===== config.mk =====
export PLATFORM = sky130hd
export DESIGN_NAME = segment_color_led_expander_core
export DESIGN_NICKNAME = d
export VERILOG_FILES = /design/src/hdl/scle_pkg.sv /design/src/hdl/scle_ctrl.sv /design/src/hdl/scle_datapath.sv /design/src/hdl/segment_color_led_expander_core.sv
export SDC_FILE = /design/constraint.sdc
export NUM_CORES = 1
export LEC_CHECK = 0
export BUFFER_PORTS_ARGS = -buffer_cell sky130_fd_sc_hd__buf_2
export CAP_MARGIN = 20
export CORE_MARGIN = 2
export CORE_UTILIZATION = 47
export DETAILED_ROUTE_END_ITERATION = 10
export GPL_TIMING_DRIVEN = 0
export SLEW_MARGIN = 25
export SYNTH_ARGS = -nofsm -noshare
export SYNTH_HDL_FRONTEND = slang
export SYNTH_SLANG_ARGS = --single-unit

===== constraint.sdc =====
create_clock -name clock -period 7.6 [get_ports clock]
set_clock_uncertainty 0.1 [all_clocks]
set_input_delay 1.14 -clock clock [delete_from_list [all_inputs] [get_ports clock]]
set_output_delay 1.14 -clock clock [all_outputs]
set_load 0.05 [all_outputs]

===== src/hdl/scle_pkg.sv =====
package scle_pkg;

   // Display geometry
   localparam int DIGITS         = 16;
   localparam int LEDS_PER_DIGIT = 188;
   localparam int SEGS_PER_DIGIT = 32;
   localparam int CAPACITY       = DIGITS * SEGS_PER_DIGIT;

   // Field widths
   localparam int COLOR_W = 8;
   localparam int INDEX_W = 12;
   localparam int SEG_W   = 10;
   localparam int DIGIT_W = 5;
   localparam int SLOT_W  = 5;
   localparam int COUNT_W = 4;
   localparam int CAP_W   = SEG_W + 1;
   localparam int HUE_W   = 9;

   // Hue mapping constants
   localparam int HUE_SCALE  = 360;
   localparam int HUE_REGION = 60;
   localparam int RAMP_MUL   = 17;

   // Controller to datapath commands
   typedef struct packed {
      logic       accept;
      logic       hue_step;
      logic       base_step;
      logic       shade_step;
      logic [1:0] shade_chan;
      logic       emit_load;
   } ctrl_cmd_type;

   // Datapath to controller status
   typedef struct packed {
      logic in_range;
      logic emit_last;
      logic rsp_free;
   } dp_status_type;

   typedef struct packed {
      logic [COLOR_W-1:0] first;
      logic [COUNT_W-1:0] count;
   } seg_entry_type;

   // Segment layout: start LED and run length for each slot of a digit
   function automatic seg_entry_type seg_rom(input logic [SLOT_W-1:0] slot);
      seg_entry_type e;
      case (slot)
         5'd0:  e = '{8'd38,  4'd10};
         5'd1:  e = '{8'd31,  4'd7};
         5'd2:  e = '{8'd24,  4'd7};
         5'd3:  e = '{8'd14,  4'd10};
         5'd4:  e = '{8'd7,   4'd7};
         5'd5:  e = '{8'd0,   4'd7};
         5'd6:  e = '{8'd65,  4'd4};
         5'd7:  e = '{8'd86,  4'd4};
         5'd8:  e = '{8'd48,  4'd5};
         5'd9:  e = '{8'd53,  4'd6};
         5'd10: e = '{8'd59,  4'd6};
         5'd11: e = '{8'd69,  4'd6};
         5'd12: e = '{8'd75,  4'd6};
         5'd13: e = '{8'd81,  4'd5};
         5'd14: e = '{8'd94,  4'd2};
         5'd15: e = '{8'd90,  4'd2};
         5'd16: e = '{8'd92,  4'd2};
         5'd17: e = '{8'd110, 4'd10};
         5'd18: e = '{8'd120, 4'd7};
         5'd19: e = '{8'd127, 4'd7};
         5'd20: e = '{8'd134, 4'd10};
         5'd21: e = '{8'd96,  4'd7};
         5'd22: e = '{8'd103, 4'd7};
         5'd23: e = '{8'd156, 4'd4};
         5'd24: e = '{8'd177, 4'd4};
         5'd25: e = '{8'd160, 4'd5};
         5'd26: e = '{8'd165, 4'd6};
         5'd27: e = '{8'd171, 4'd6};
         5'd28: e = '{8'd150, 4'd6};
         5'd29: e = '{8'd144, 4'd6};
         5'd30: e = '{8'd181, 4'd5};
         default: e = '{8'd186, 4'd2};
      endcase
      return e;
   endfunction

endpackage


===== src/hdl/scle_ctrl.sv =====
module scle_ctrl (
   input  logic                   clock,
   input  logic                   reset,
   input  logic                   req_tvalid,
   output logic                   req_tready,
   input  scle_pkg::dp_status_type status,
   output scle_pkg::ctrl_cmd_type  cmd
);

   localparam logic [2:0] ST_IDLE  = 3'd0;
   localparam logic [2:0] ST_HUE   = 3'd1;
   localparam logic [2:0] ST_BASE  = 3'd2;
   localparam logic [2:0] ST_SHADE = 3'd3;
   localparam logic [2:0] ST_EMIT  = 3'd4;

   logic [2:0] state_ff, state_in;
   logic [1:0] chan_ff, chan_in;
   logic       accept;

   assign req_tready = (state_ff == ST_IDLE);
   assign accept     = req_tvalid && req_tready;

   // Sequence one transaction: hue, base color, three shade passes, LED writes
   always_comb begin
      state_in       = state_ff;
      chan_in        = chan_ff;
      cmd            = '0;
      cmd.accept     = accept;
      cmd.shade_chan = chan_ff;
      unique case (state_ff)
         ST_IDLE: begin
            chan_in = 2'd0;
            if (accept && status.in_range) state_in = ST_HUE;
         end
         ST_HUE: begin
            cmd.hue_step = 1'b1;
            state_in     = ST_BASE;
         end
         ST_BASE: begin
            cmd.base_step = 1'b1;
            state_in      = ST_SHADE;
         end
         ST_SHADE: begin
            cmd.shade_step = 1'b1;
            if (chan_ff == 2'd2) begin
               state_in = ST_EMIT;
            end else begin
               chan_in = chan_ff + 2'd1;
            end
         end
         ST_EMIT: begin
            cmd.emit_load = status.rsp_free;
            if (status.rsp_free && status.emit_last) state_in = ST_IDLE;
         end
         default: state_in = ST_IDLE;
      endcase
   end

   always_ff @(posedge clock) begin
      if (reset) begin
         state_ff <= ST_IDLE;
         chan_ff  <= 2'd0;
      end else begin
         state_ff <= state_in;
         chan_ff  <= chan_in;
      end
   end

endmodule


===== src/hdl/scle_datapath.sv =====
module scle_datapath (
   input  logic                   clock,
   input  logic                   reset,
   input  scle_pkg::ctrl_cmd_type  cmd,
   output scle_pkg::dp_status_type status,
   input  logic [15:0]            req_tdata,
   input  logic                   req_tuser,
   output logic                   rsp_tvalid,
   input  logic                   rsp_tready,
   output logic [39:0]            rsp_tdata,
   output logic                   rsp_tlast
);

   localparam int C_W = scle_pkg::COLOR_W;

   logic [scle_pkg::SEG_W-1:0]   counter_ff, counter_in;
   logic [scle_pkg::SEG_W-1:0]   seg;
   logic                         in_range;
   logic [C_W-1:0]               hue_ff, light_ff;
   logic [scle_pkg::DIGIT_W-1:0] digit_ff;
   logic [scle_pkg::SLOT_W-1:0]  slot_ff;
   logic [scle_pkg::HUE_W-1:0]   h_ff;
   logic [scle_pkg::INDEX_W-1:0] base_idx_ff;
   logic [scle_pkg::COUNT_W-1:0] count_ff, pos_ff;
   logic [C_W-1:0]               rgb_ff [3];
   logic                         rsp_valid_ff;
   logic [scle_pkg::INDEX_W-1:0] rsp_idx_ff;
   logic [C_W-1:0]               rsp_red_ff, rsp_green_ff, rsp_blue_ff;
   logic                         rsp_last_ff;

   logic [16:0]                  h_prod;
   logic [13:0]                  idx_sum;
   scle_pkg::seg_entry_type      entry;
   logic [2:0]                   region;
   logic [5:0]                   rem;
   logic [9:0]                   ramp_prod;
   logic [C_W-1:0]               ramp;
   logic [C_W-1:0]               base_r, base_g, base_b;
   logic [C_W-1:0]               chan_val, operand, shaded;
   logic [C_W-1:0]               scale;
   logic [15:0]                  shade_prod;
   logic                         dark;

   // Segment number for this transaction and capacity check
   assign seg      = req_tuser ? '0 : counter_ff;
   assign in_range = scle_pkg::CAP_W'(seg) < scle_pkg::CAP_W'(scle_pkg::CAPACITY);
   assign counter_in = in_range ? seg + scle_pkg::SEG_W'(1) : counter_ff;

   always_ff @(posedge clock) begin
      if (reset) begin
         counter_ff <= '0;
      end else if (cmd.accept) begin
         counter_ff <= counter_in;
      end
   end

   // Latch the transaction
   always_ff @(posedge clock) begin
      if (cmd.accept) begin
         hue_ff   <= req_tdata[7:0];
         light_ff <= req_tdata[15:8];
         digit_ff <= seg[scle_pkg::SEG_W-1:scle_pkg::SLOT_W];
         slot_ff  <= seg[scle_pkg::SLOT_W-1:0];
      end
   end

   // Hue onto 0..358 degrees, LED base index from digit and segment layout
   assign h_prod  = 17'(hue_ff) * 17'(scle_pkg::HUE_SCALE);
   assign entry   = scle_pkg::seg_rom(slot_ff);
   assign idx_sum = 14'(digit_ff) * 14'(scle_pkg::LEDS_PER_DIGIT) + 14'(entry.first);

   always_ff @(posedge clock) begin
      if (cmd.hue_step) begin
         h_ff        <= h_prod[16:8];
         base_idx_ff <= idx_sum[scle_pkg::INDEX_W-1:0];
         count_ff    <= entry.count;
      end
   end

   // Region by compare, ramp = rem*255/60 = rem*17/4
   always_comb begin
      if (h_ff < 9'd60) begin
         region = 3'd0; rem = 6'(h_ff);
      end else if (h_ff < 9'd120) begin
         region = 3'd1; rem = 6'(h_ff - 9'd60);
      end else if (h_ff < 9'd180) begin
         region = 3'd2; rem = 6'(h_ff - 9'd120);
      end else if (h_ff < 9'd240) begin
         region = 3'd3; rem = 6'(h_ff - 9'd180);
      end else if (h_ff < 9'd300) begin
         region = 3'd4; rem = 6'(h_ff - 9'd240);
      end else begin
         region = 3'd5; rem = 6'(h_ff - 9'd300);
      end
   end

   assign ramp_prod = 10'(rem) * 10'(scle_pkg::RAMP_MUL);
   assign ramp      = ramp_prod[9:2];

   always_comb begin
      case (region)
         3'd0:    begin base_r = 8'd255;        base_g = ramp;          base_b = 8'd0;          end
         3'd1:    begin base_r = 8'd255 - ramp; base_g = 8'd255;        base_b = 8'd0;          end
         3'd2:    begin base_r = 8'd0;          base_g = 8'd255;        base_b = ramp;          end
         3'd3:    begin base_r = 8'd0;          base_g = 8'd255 - ramp; base_b = 8'd255;        end
         3'd4:    begin base_r = ramp;          base_g = 8'd0;          base_b = 8'd255;        end
         default: begin base_r = 8'd255;        base_g = 8'd0;          base_b = 8'd255 - ramp; end
      endcase
   end

   // Shade one channel per cycle through a shared multiplier
   assign dark       = ~light_ff[7];
   assign scale      = {light_ff[6:0], 1'b0};
   assign chan_val   = rgb_ff[cmd.shade_chan];
   assign operand    = dark ? chan_val : 8'd255 - chan_val;
   assign shade_prod = 16'(operand) * 16'(scale);
   assign shaded     = dark ? shade_prod[15:8] : chan_val + shade_prod[15:8];

   always_ff @(posedge clock) begin
      if (cmd.base_step) begin
         rgb_ff[0] <= base_r;
         rgb_ff[1] <= base_g;
         rgb_ff[2] <= base_b;
      end else if (cmd.shade_step) begin
         rgb_ff[cmd.shade_chan] <= shaded;
      end
   end

   // Walk the LED run
   always_ff @(posedge clock) begin
      if (cmd.accept) begin
         pos_ff <= '0;
      end else if (cmd.emit_load) begin
         pos_ff <= pos_ff + scle_pkg::COUNT_W'(1);
      end
   end

   assign status.in_range  = in_range;
   assign status.emit_last = (pos_ff + scle_pkg::COUNT_W'(1)) == count_ff;
   assign status.rsp_free  = ~rsp_valid_ff | rsp_tready;

   // Output register
   always_ff @(posedge clock) begin
      if (reset) begin
         rsp_valid_ff <= 1'b0;
      end else if (cmd.emit_load) begin
         rsp_valid_ff <= 1'b1;
      end else if (rsp_tready) begin
         rsp_valid_ff <= 1'b0;
      end
   end

   always_ff @(posedge clock) begin
      if (cmd.emit_load) begin
         rsp_idx_ff   <= base_idx_ff + scle_pkg::INDEX_W'(pos_ff);
         rsp_red_ff   <= rgb_ff[0];
         rsp_green_ff <= rgb_ff[1];
         rsp_blue_ff  <= rgb_ff[2];
         rsp_last_ff  <= status.emit_last;
      end
   end

   assign rsp_tvalid = rsp_valid_ff;
   assign rsp_tdata  = {4'd0, rsp_blue_ff, rsp_green_ff, rsp_red_ff, rsp_idx_ff};
   assign rsp_tlast  = rsp_last_ff;

endmodule


===== src/hdl/segment_color_led_expander_core.sv =====
// Channel   Direction  Payload
// req       in         tdata[7:0] hue, tdata[15:8] lightness; tuser frame_start
// rsp       out        tdata[11:0] led_index, [19:12] red, [27:20] green,
//                      [35:28] blue, [39:36] zero; tlast run_last
//
// A segment takes color work (hue, base, three shades on one 8x8 multiplier),
// then one LED write per cycle while the output is not stalled, then idle.
// Runs hold 2 to 10 LEDs. A segment beyond capacity is taken with no writes.
// Synchronous reset clears the segment counter and the handshake state.
// The output register holds a stalled write; the next transaction is taken
// while the last write of a run is still waiting.
module segment_color_led_expander_core (
   input  logic        clock,
   input  logic        reset,
   input  logic        req_tvalid,
   output logic        req_tready,
   input  logic [15:0] req_tdata,   // hue, lightness
   input  logic        req_tuser,   // frame_start
   output logic        rsp_tvalid,
   input  logic        rsp_tready,
   output logic [39:0] rsp_tdata,   // led_index, red, green, blue, pad
   output logic        rsp_tlast
);

   scle_pkg::ctrl_cmd_type  cmd;
   scle_pkg::dp_status_type status;

   // Sequencer
   scle_ctrl u_ctrl (
      .clock      (clock),
      .reset      (reset),
      .req_tvalid (req_tvalid),
      .req_tready (req_tready),
      .status     (status),
      .cmd        (cmd)
   );

   // Color and LED index datapath
   scle_datapath u_datapath (
      .clock      (clock),
      .reset      (reset),
      .cmd        (cmd),
      .status     (status),
      .req_tdata  (req_tdata),
      .req_tuser  (req_tuser),
      .rsp_tvalid (rsp_tvalid),
      .rsp_tready (rsp_tready),
      .rsp_tdata  (rsp_tdata),
      .rsp_tlast  (rsp_tlast)
   );

endmodule


**Word-level counts from Yosys, hierarchy flattened**

Memory sizes are Yosys's and may differ from the RTL's. A register that Yosys moved wholly into a read port is not among the register bits.
Cells that the tools add are included.

- Latch bits: 0
- Memory bits (read-only): 384
- Word-level logic and storage cells: 109
- Memories: 2
- Output and inout bits: 43
- Register bits after elaboration: 84
- Memory bits (writable): 24

- Equality and inequality tests: 14
- Order comparisons: 6
- Reduce and logical (&&, ||, !) cells: 15
- Add/subtract/negate cells: 13
- Shift-type cells: 0
- Bitwise operators: 2
- Multipliers: 4
- Div/mod/pow operators: 0
- Mux-type cells: 39

Memories:

| name | words | bits a word | read ports | clocked after Yosys merged registers in | wr ports | RTL line | text |
|---|---|---|---|---|---|---|---|
| (name not given) | 32 | 12 | 1 | 1 | 0 | scle_pkg.sv:49 | `case (slot)` |
| u_datapath.rgb_ff | 3 | 8 | 4 | 4 | 3 | scle_datapath.sv:25 | `logic [C_W-1:0] rgb_ff [3];` |

Operators by type and width:

| kind | count |
|---|---|
| $pmux W8 S3 | 3 |
| $mux W6 | 5 |
| $sub A6 B6 Y6 const B | 5 |
| $mux W8 | 3 |
| $mux W3 | 7 |
| $lt A9 B8 Y1 const B | 2 |
| $sub A8 B8 Y8 const A | 2 |
| $mul A8 B7 Y15 | 1 |
| $pmux W3 S5 | 1 |
| $mul A8 B6 Y14 const B | 1 |
| $mux W1 | 13 |
| $add A12 B4 Y12 | 1 |
| $add A12 B8 Y12 | 1 |
| $eq A3 B2 Y1 const B | 4 |
| $add A10 B1 Y10 const B | 1 |
| $lt A10 B10 Y1 const B | 1 |
| $mul A5 B6 Y10 const B | 1 |
| $mul A6 B5 Y10 const B | 1 |
| $mux W10 | 1 |
| $lt A9 B6 Y1 const B | 1 |
| $lt A9 B7 Y1 const B | 1 |
| $lt A9 B9 Y1 const B | 1 |
| $add A8 B8 Y8 | 1 |
| $mux W2 | 4 |
| 19 further kinds | 31 |

**Longest topological paths before layout**

- Word-level depth: 10
- Depth in mapped cells: 31

**Cells and area by module**

Synthesis repeated with hierarchy kept, for this count alone.

- Cells, all modules: 1024
- Area, all modules: 10995.5 sq um

Modules (own cells, without submodules):

| module | area each (sq um) | cells each | seq. area each (sq um) | instances |
|---|---|---|---|---|
| scle_datapath | 10694.0 | 989 | 4144.0 | 1 |
| scle_ctrl | 301.5 | 35 | 100.1 | 1 |

**Worst setup path before layout**

No wires, ideal clock.

- Path kind: register -> register
- Start: reg (tool-made name)
- End: mem u_datapath.rgb_ff[0][7] in the netlist's numbering, data pin
- Arrival: 6.685 ns
- Path buffers: 1
- Cell stages (with the launch flop): 30
- Setup slack: 0.542 ns
- Library setup time: 0.274 ns
- Required time: 7.226 ns
- Path through: dfxtp_1 buf_6 mux4_2 xnor2_1 nor2b_1 fa_1 fa_1 fa_1 inv_1 fa_1 inv_1 ha_1 nor2_1 nor2_1 o21ai_0 a21boi_0 o211a_2 xnor2_1 inv_1 ha_1 or3_1 a311o_1 a31oi_1 xnor2_1 nand2_1 xnor2_1 xnor2_1 inv_1 nor2_1 a31oi_1

RTL lines:

| element | RTL line |
|---|---|
| end, declared | scle_datapath.sv:25 |

==> reports/qor.yml <==
synth_edf_count: 120
clock_latency_ps: 430
cp.arrival_ps: 7280
setup_viol: 0
ys_seq_area_share_pct: 39.0
die_area_um2: 24600
initial_utilization_pct: 48.2
cts_max_path_buffers: 2
layout-drive-gt1-share_pct: 16.2
grt_use_met2_pct: 30.7
status: "completed"
routed_via_density: 5.19
die_x_um: 157
grt_use_met1_pct: 26.3
slew_headroom_pct: 32.6
drv_cap: 0
syn_avg_cell_area_um2: 10.6
wl_per_cell_um: 15.0
cts_tree: "yes"
end_kind: "flip-flop"
hold_path_startpoint: "u_datapath.entry[4]"
cp_max_fo: 8
core_area_um2: 22800
layout_commonest_cell: "edfxtp_1"
synth_cell_type_count: 80
dpl.hpwl_um: 16500
dieHeight_um: 157
drc_errors: 0
postPlaceCellArea_um2: 11700
ant_nets: 0
synthArstFlopShare_pct: 0
layout_common_cells: "edfxtp_1 (120), ha_1 (114), inv_1 (101)"
crit_slowest_cell: "mux4_2"
clock-root-buffer: "clkbuf_16"
numCtsBuffers: 17
hold_viol_final: 0
slowest_delay_ps: 620
ys.warnings.count: 0
n_antenna_cell: 0
fin_nets: 1316
grt_use_met3_pct: 2.60
htreeDepth: 4
antenna_found_initial: 0
synth_cells: 1034
firstDrtPassIters: 5
required_ps: 7650
area_growth_pct: 15.3
hold_path_class: "reg2reg"
ys.flop_type: "edfxtp_1"
fillers: 2016
busiest_layer: "met2"
rows: 55
grt_max_degree: 36
fmax_mhz: 138
cts_sinks: 154
finalMaxSlewViolations: 0
globalplace.congestion: 0.892
cts_hold_buf: 0
io_pins: 64
drt_iter0_drc: 492
grtUsageTotal_pct: 18.9
worst_pin_slew_ps: 1010
cp-start-kind: "flip-flop"
synth_area_um2: 11000
clk_pin_slew_ps: 70
post-route-period-util_pct: 95.1
yosys_register_bits: 154
crit_type: "reg2reg"
vias: 7555
drt-total-wl_um: 21800
port_buffers: 58
grt_pass1_wl_um: 36900
gr-total-overflow: 0
postLayoutCellArea_um2: 12700
grt_pass1_vias: 7429
period_minus_slack_ps: 7230
-- worst paths after layout --
kind                                                  end  slack [ps]  depth (start not counted)
worst max register to register    u_datapath.rgb_ff[0][7]         370                         30
worst min register to register  u_datapath.base_idx_ff[0]         300                          0
worst min-delay path            u_datapath.base_idx_ff[0]         300                          0
worst max-delay path              u_datapath.rgb_ff[0][7]         370                         30
-- state kept, by name, summed over array words and instances (netlist names), 8 cells and up, named ones only --
name and cells:
u_datapath.rgb_ff 32, rsp_tdata 24, u_datapath.base_idx_ff 12, u_datapath.entry 12, u_datapath.rsp_idx_ff 12, u_datapath.counter_ff 10, u_datapath.h_ff 9, u_datapath.hue_ff 8
u_datapath.light_ff 8
-- layer usage --
layer | routed length (µm) | share of wire, % | up-vias
met5 | 0 | 0 | -
met4 | 306 | 1.4 | 0
met3 | 693 | 3.2 | 25
met2 | 10500 | 48 | 145
met1 | 10300 | 47 | 3578
li1 | - | - | 3807
-- Yosys cell counts (all sizes together), types with 4 or more instances --
master | count | area (µm²)
a211oi | 7 | 57.6
a21boi | 4 | 30.0
a21o | 13 | 97.6
a21oi | 74 | 382
a311oi | 4 | 41.3
a31oi | 7 | 50.1
and2 | 8 | 50.1
and3 | 5 | 31.3
buf | 17 | 111
clkbuf | 17 | 63.8
dfxtp | 34 | 681
edfxtp | 120 | 3600
fa | 48 | 961
ha | 116 | 1450
inv | 102 | 383
mux2i | 5 | 50.1
mux4 | 9 | 203
nand2 | 80 | 300
nand2b | 16 | 100
nand3 | 18 | 95.1
nor2 | 60 | 228
nor2b | 61 | 382
nor3 | 9 | 50.1
o211ai | 4 | 30.0
o21ai | 48 | 251
o21bai | 6 | 45.0
o22ai | 13 | 81.3
o31ai | 5 | 51.3
xnor2 | 50 | 445
xor2 | 25 | 226
-- metrics by stage --
stage / hold slack [ps] / util [%] / TNS (ps) / worst slack, ps / cells
after floorplan: 286 / - / 0 / 542 / 1037
after global placement: 289 / 51.2 / -1700 / -534 / 1408
after detailed placement: 295 / 51.5 / -1520 / -479 / 1411
after CTS: 309 / 54.7 / 0 / 16.7 / 1442
after global routing: 319 / 55.6 / -48.7 / -28.0 / 1457
final: 304 / 55.6 / 0 / 370 / 1457
-- cell families after synthesis --
| group | after synthesis | synth area share [%] |
|---|---|---|
| simple gates | 276 | 12.7 |
| other cells | 1 | 0.0342 |
| mux | 16 | 2.51 |
| xor+xnor | 75 | 6.12 |
| compound gates | 212 | 12.6 |
| buf+inv | 136 | 5.08 |
| fa+ha+maj | 164 | 22.0 |
| flops | 154 | 39.0 |
-- critical path, delay by kind of cell, from the launching register on --
| family | cells | cell delay [ps] |
|---|---|---|
| adder cells (fa/ha/maj) | 6 | 2490 |
| multiplexers | 1 | 620 |
| AO/OA/AOI/OAI | 6 | 1030 |
| flip-flops | 1 | 320 |
| XOR/XNOR | 5 | 1020 |
| buffers and inverters | 5 | 420 |
| AND/OR/NAND/NOR | 7 | 940 |
-- repair_timing --
action	CTS	global route
resized for setup	13	15
setup endpoints to repair	7	6
pin swaps	0	19
buffers inserted	1	15
-- final cells by class --
type | count | area (µm²) | share of cell area, %
Multi-Input combinational cell | 747 | 6360 | 50.2
Sequential cell | 154 | 4280 | 33.9
Timing Repair Buffer | 77 | 457 | 3.61
Clock buffer | 17 | 425 | 3.36
Tap cell | 313 | 392 | 3.09
Inverter | 102 | 383 | 3.03
Clock inverter | 15 | 191 | 1.51
Buffer | 32 | 168 | 1.32
Power is not shown: default switching activity piles up to over one toggle a cycle in this logic, so the estimate is an artifact.
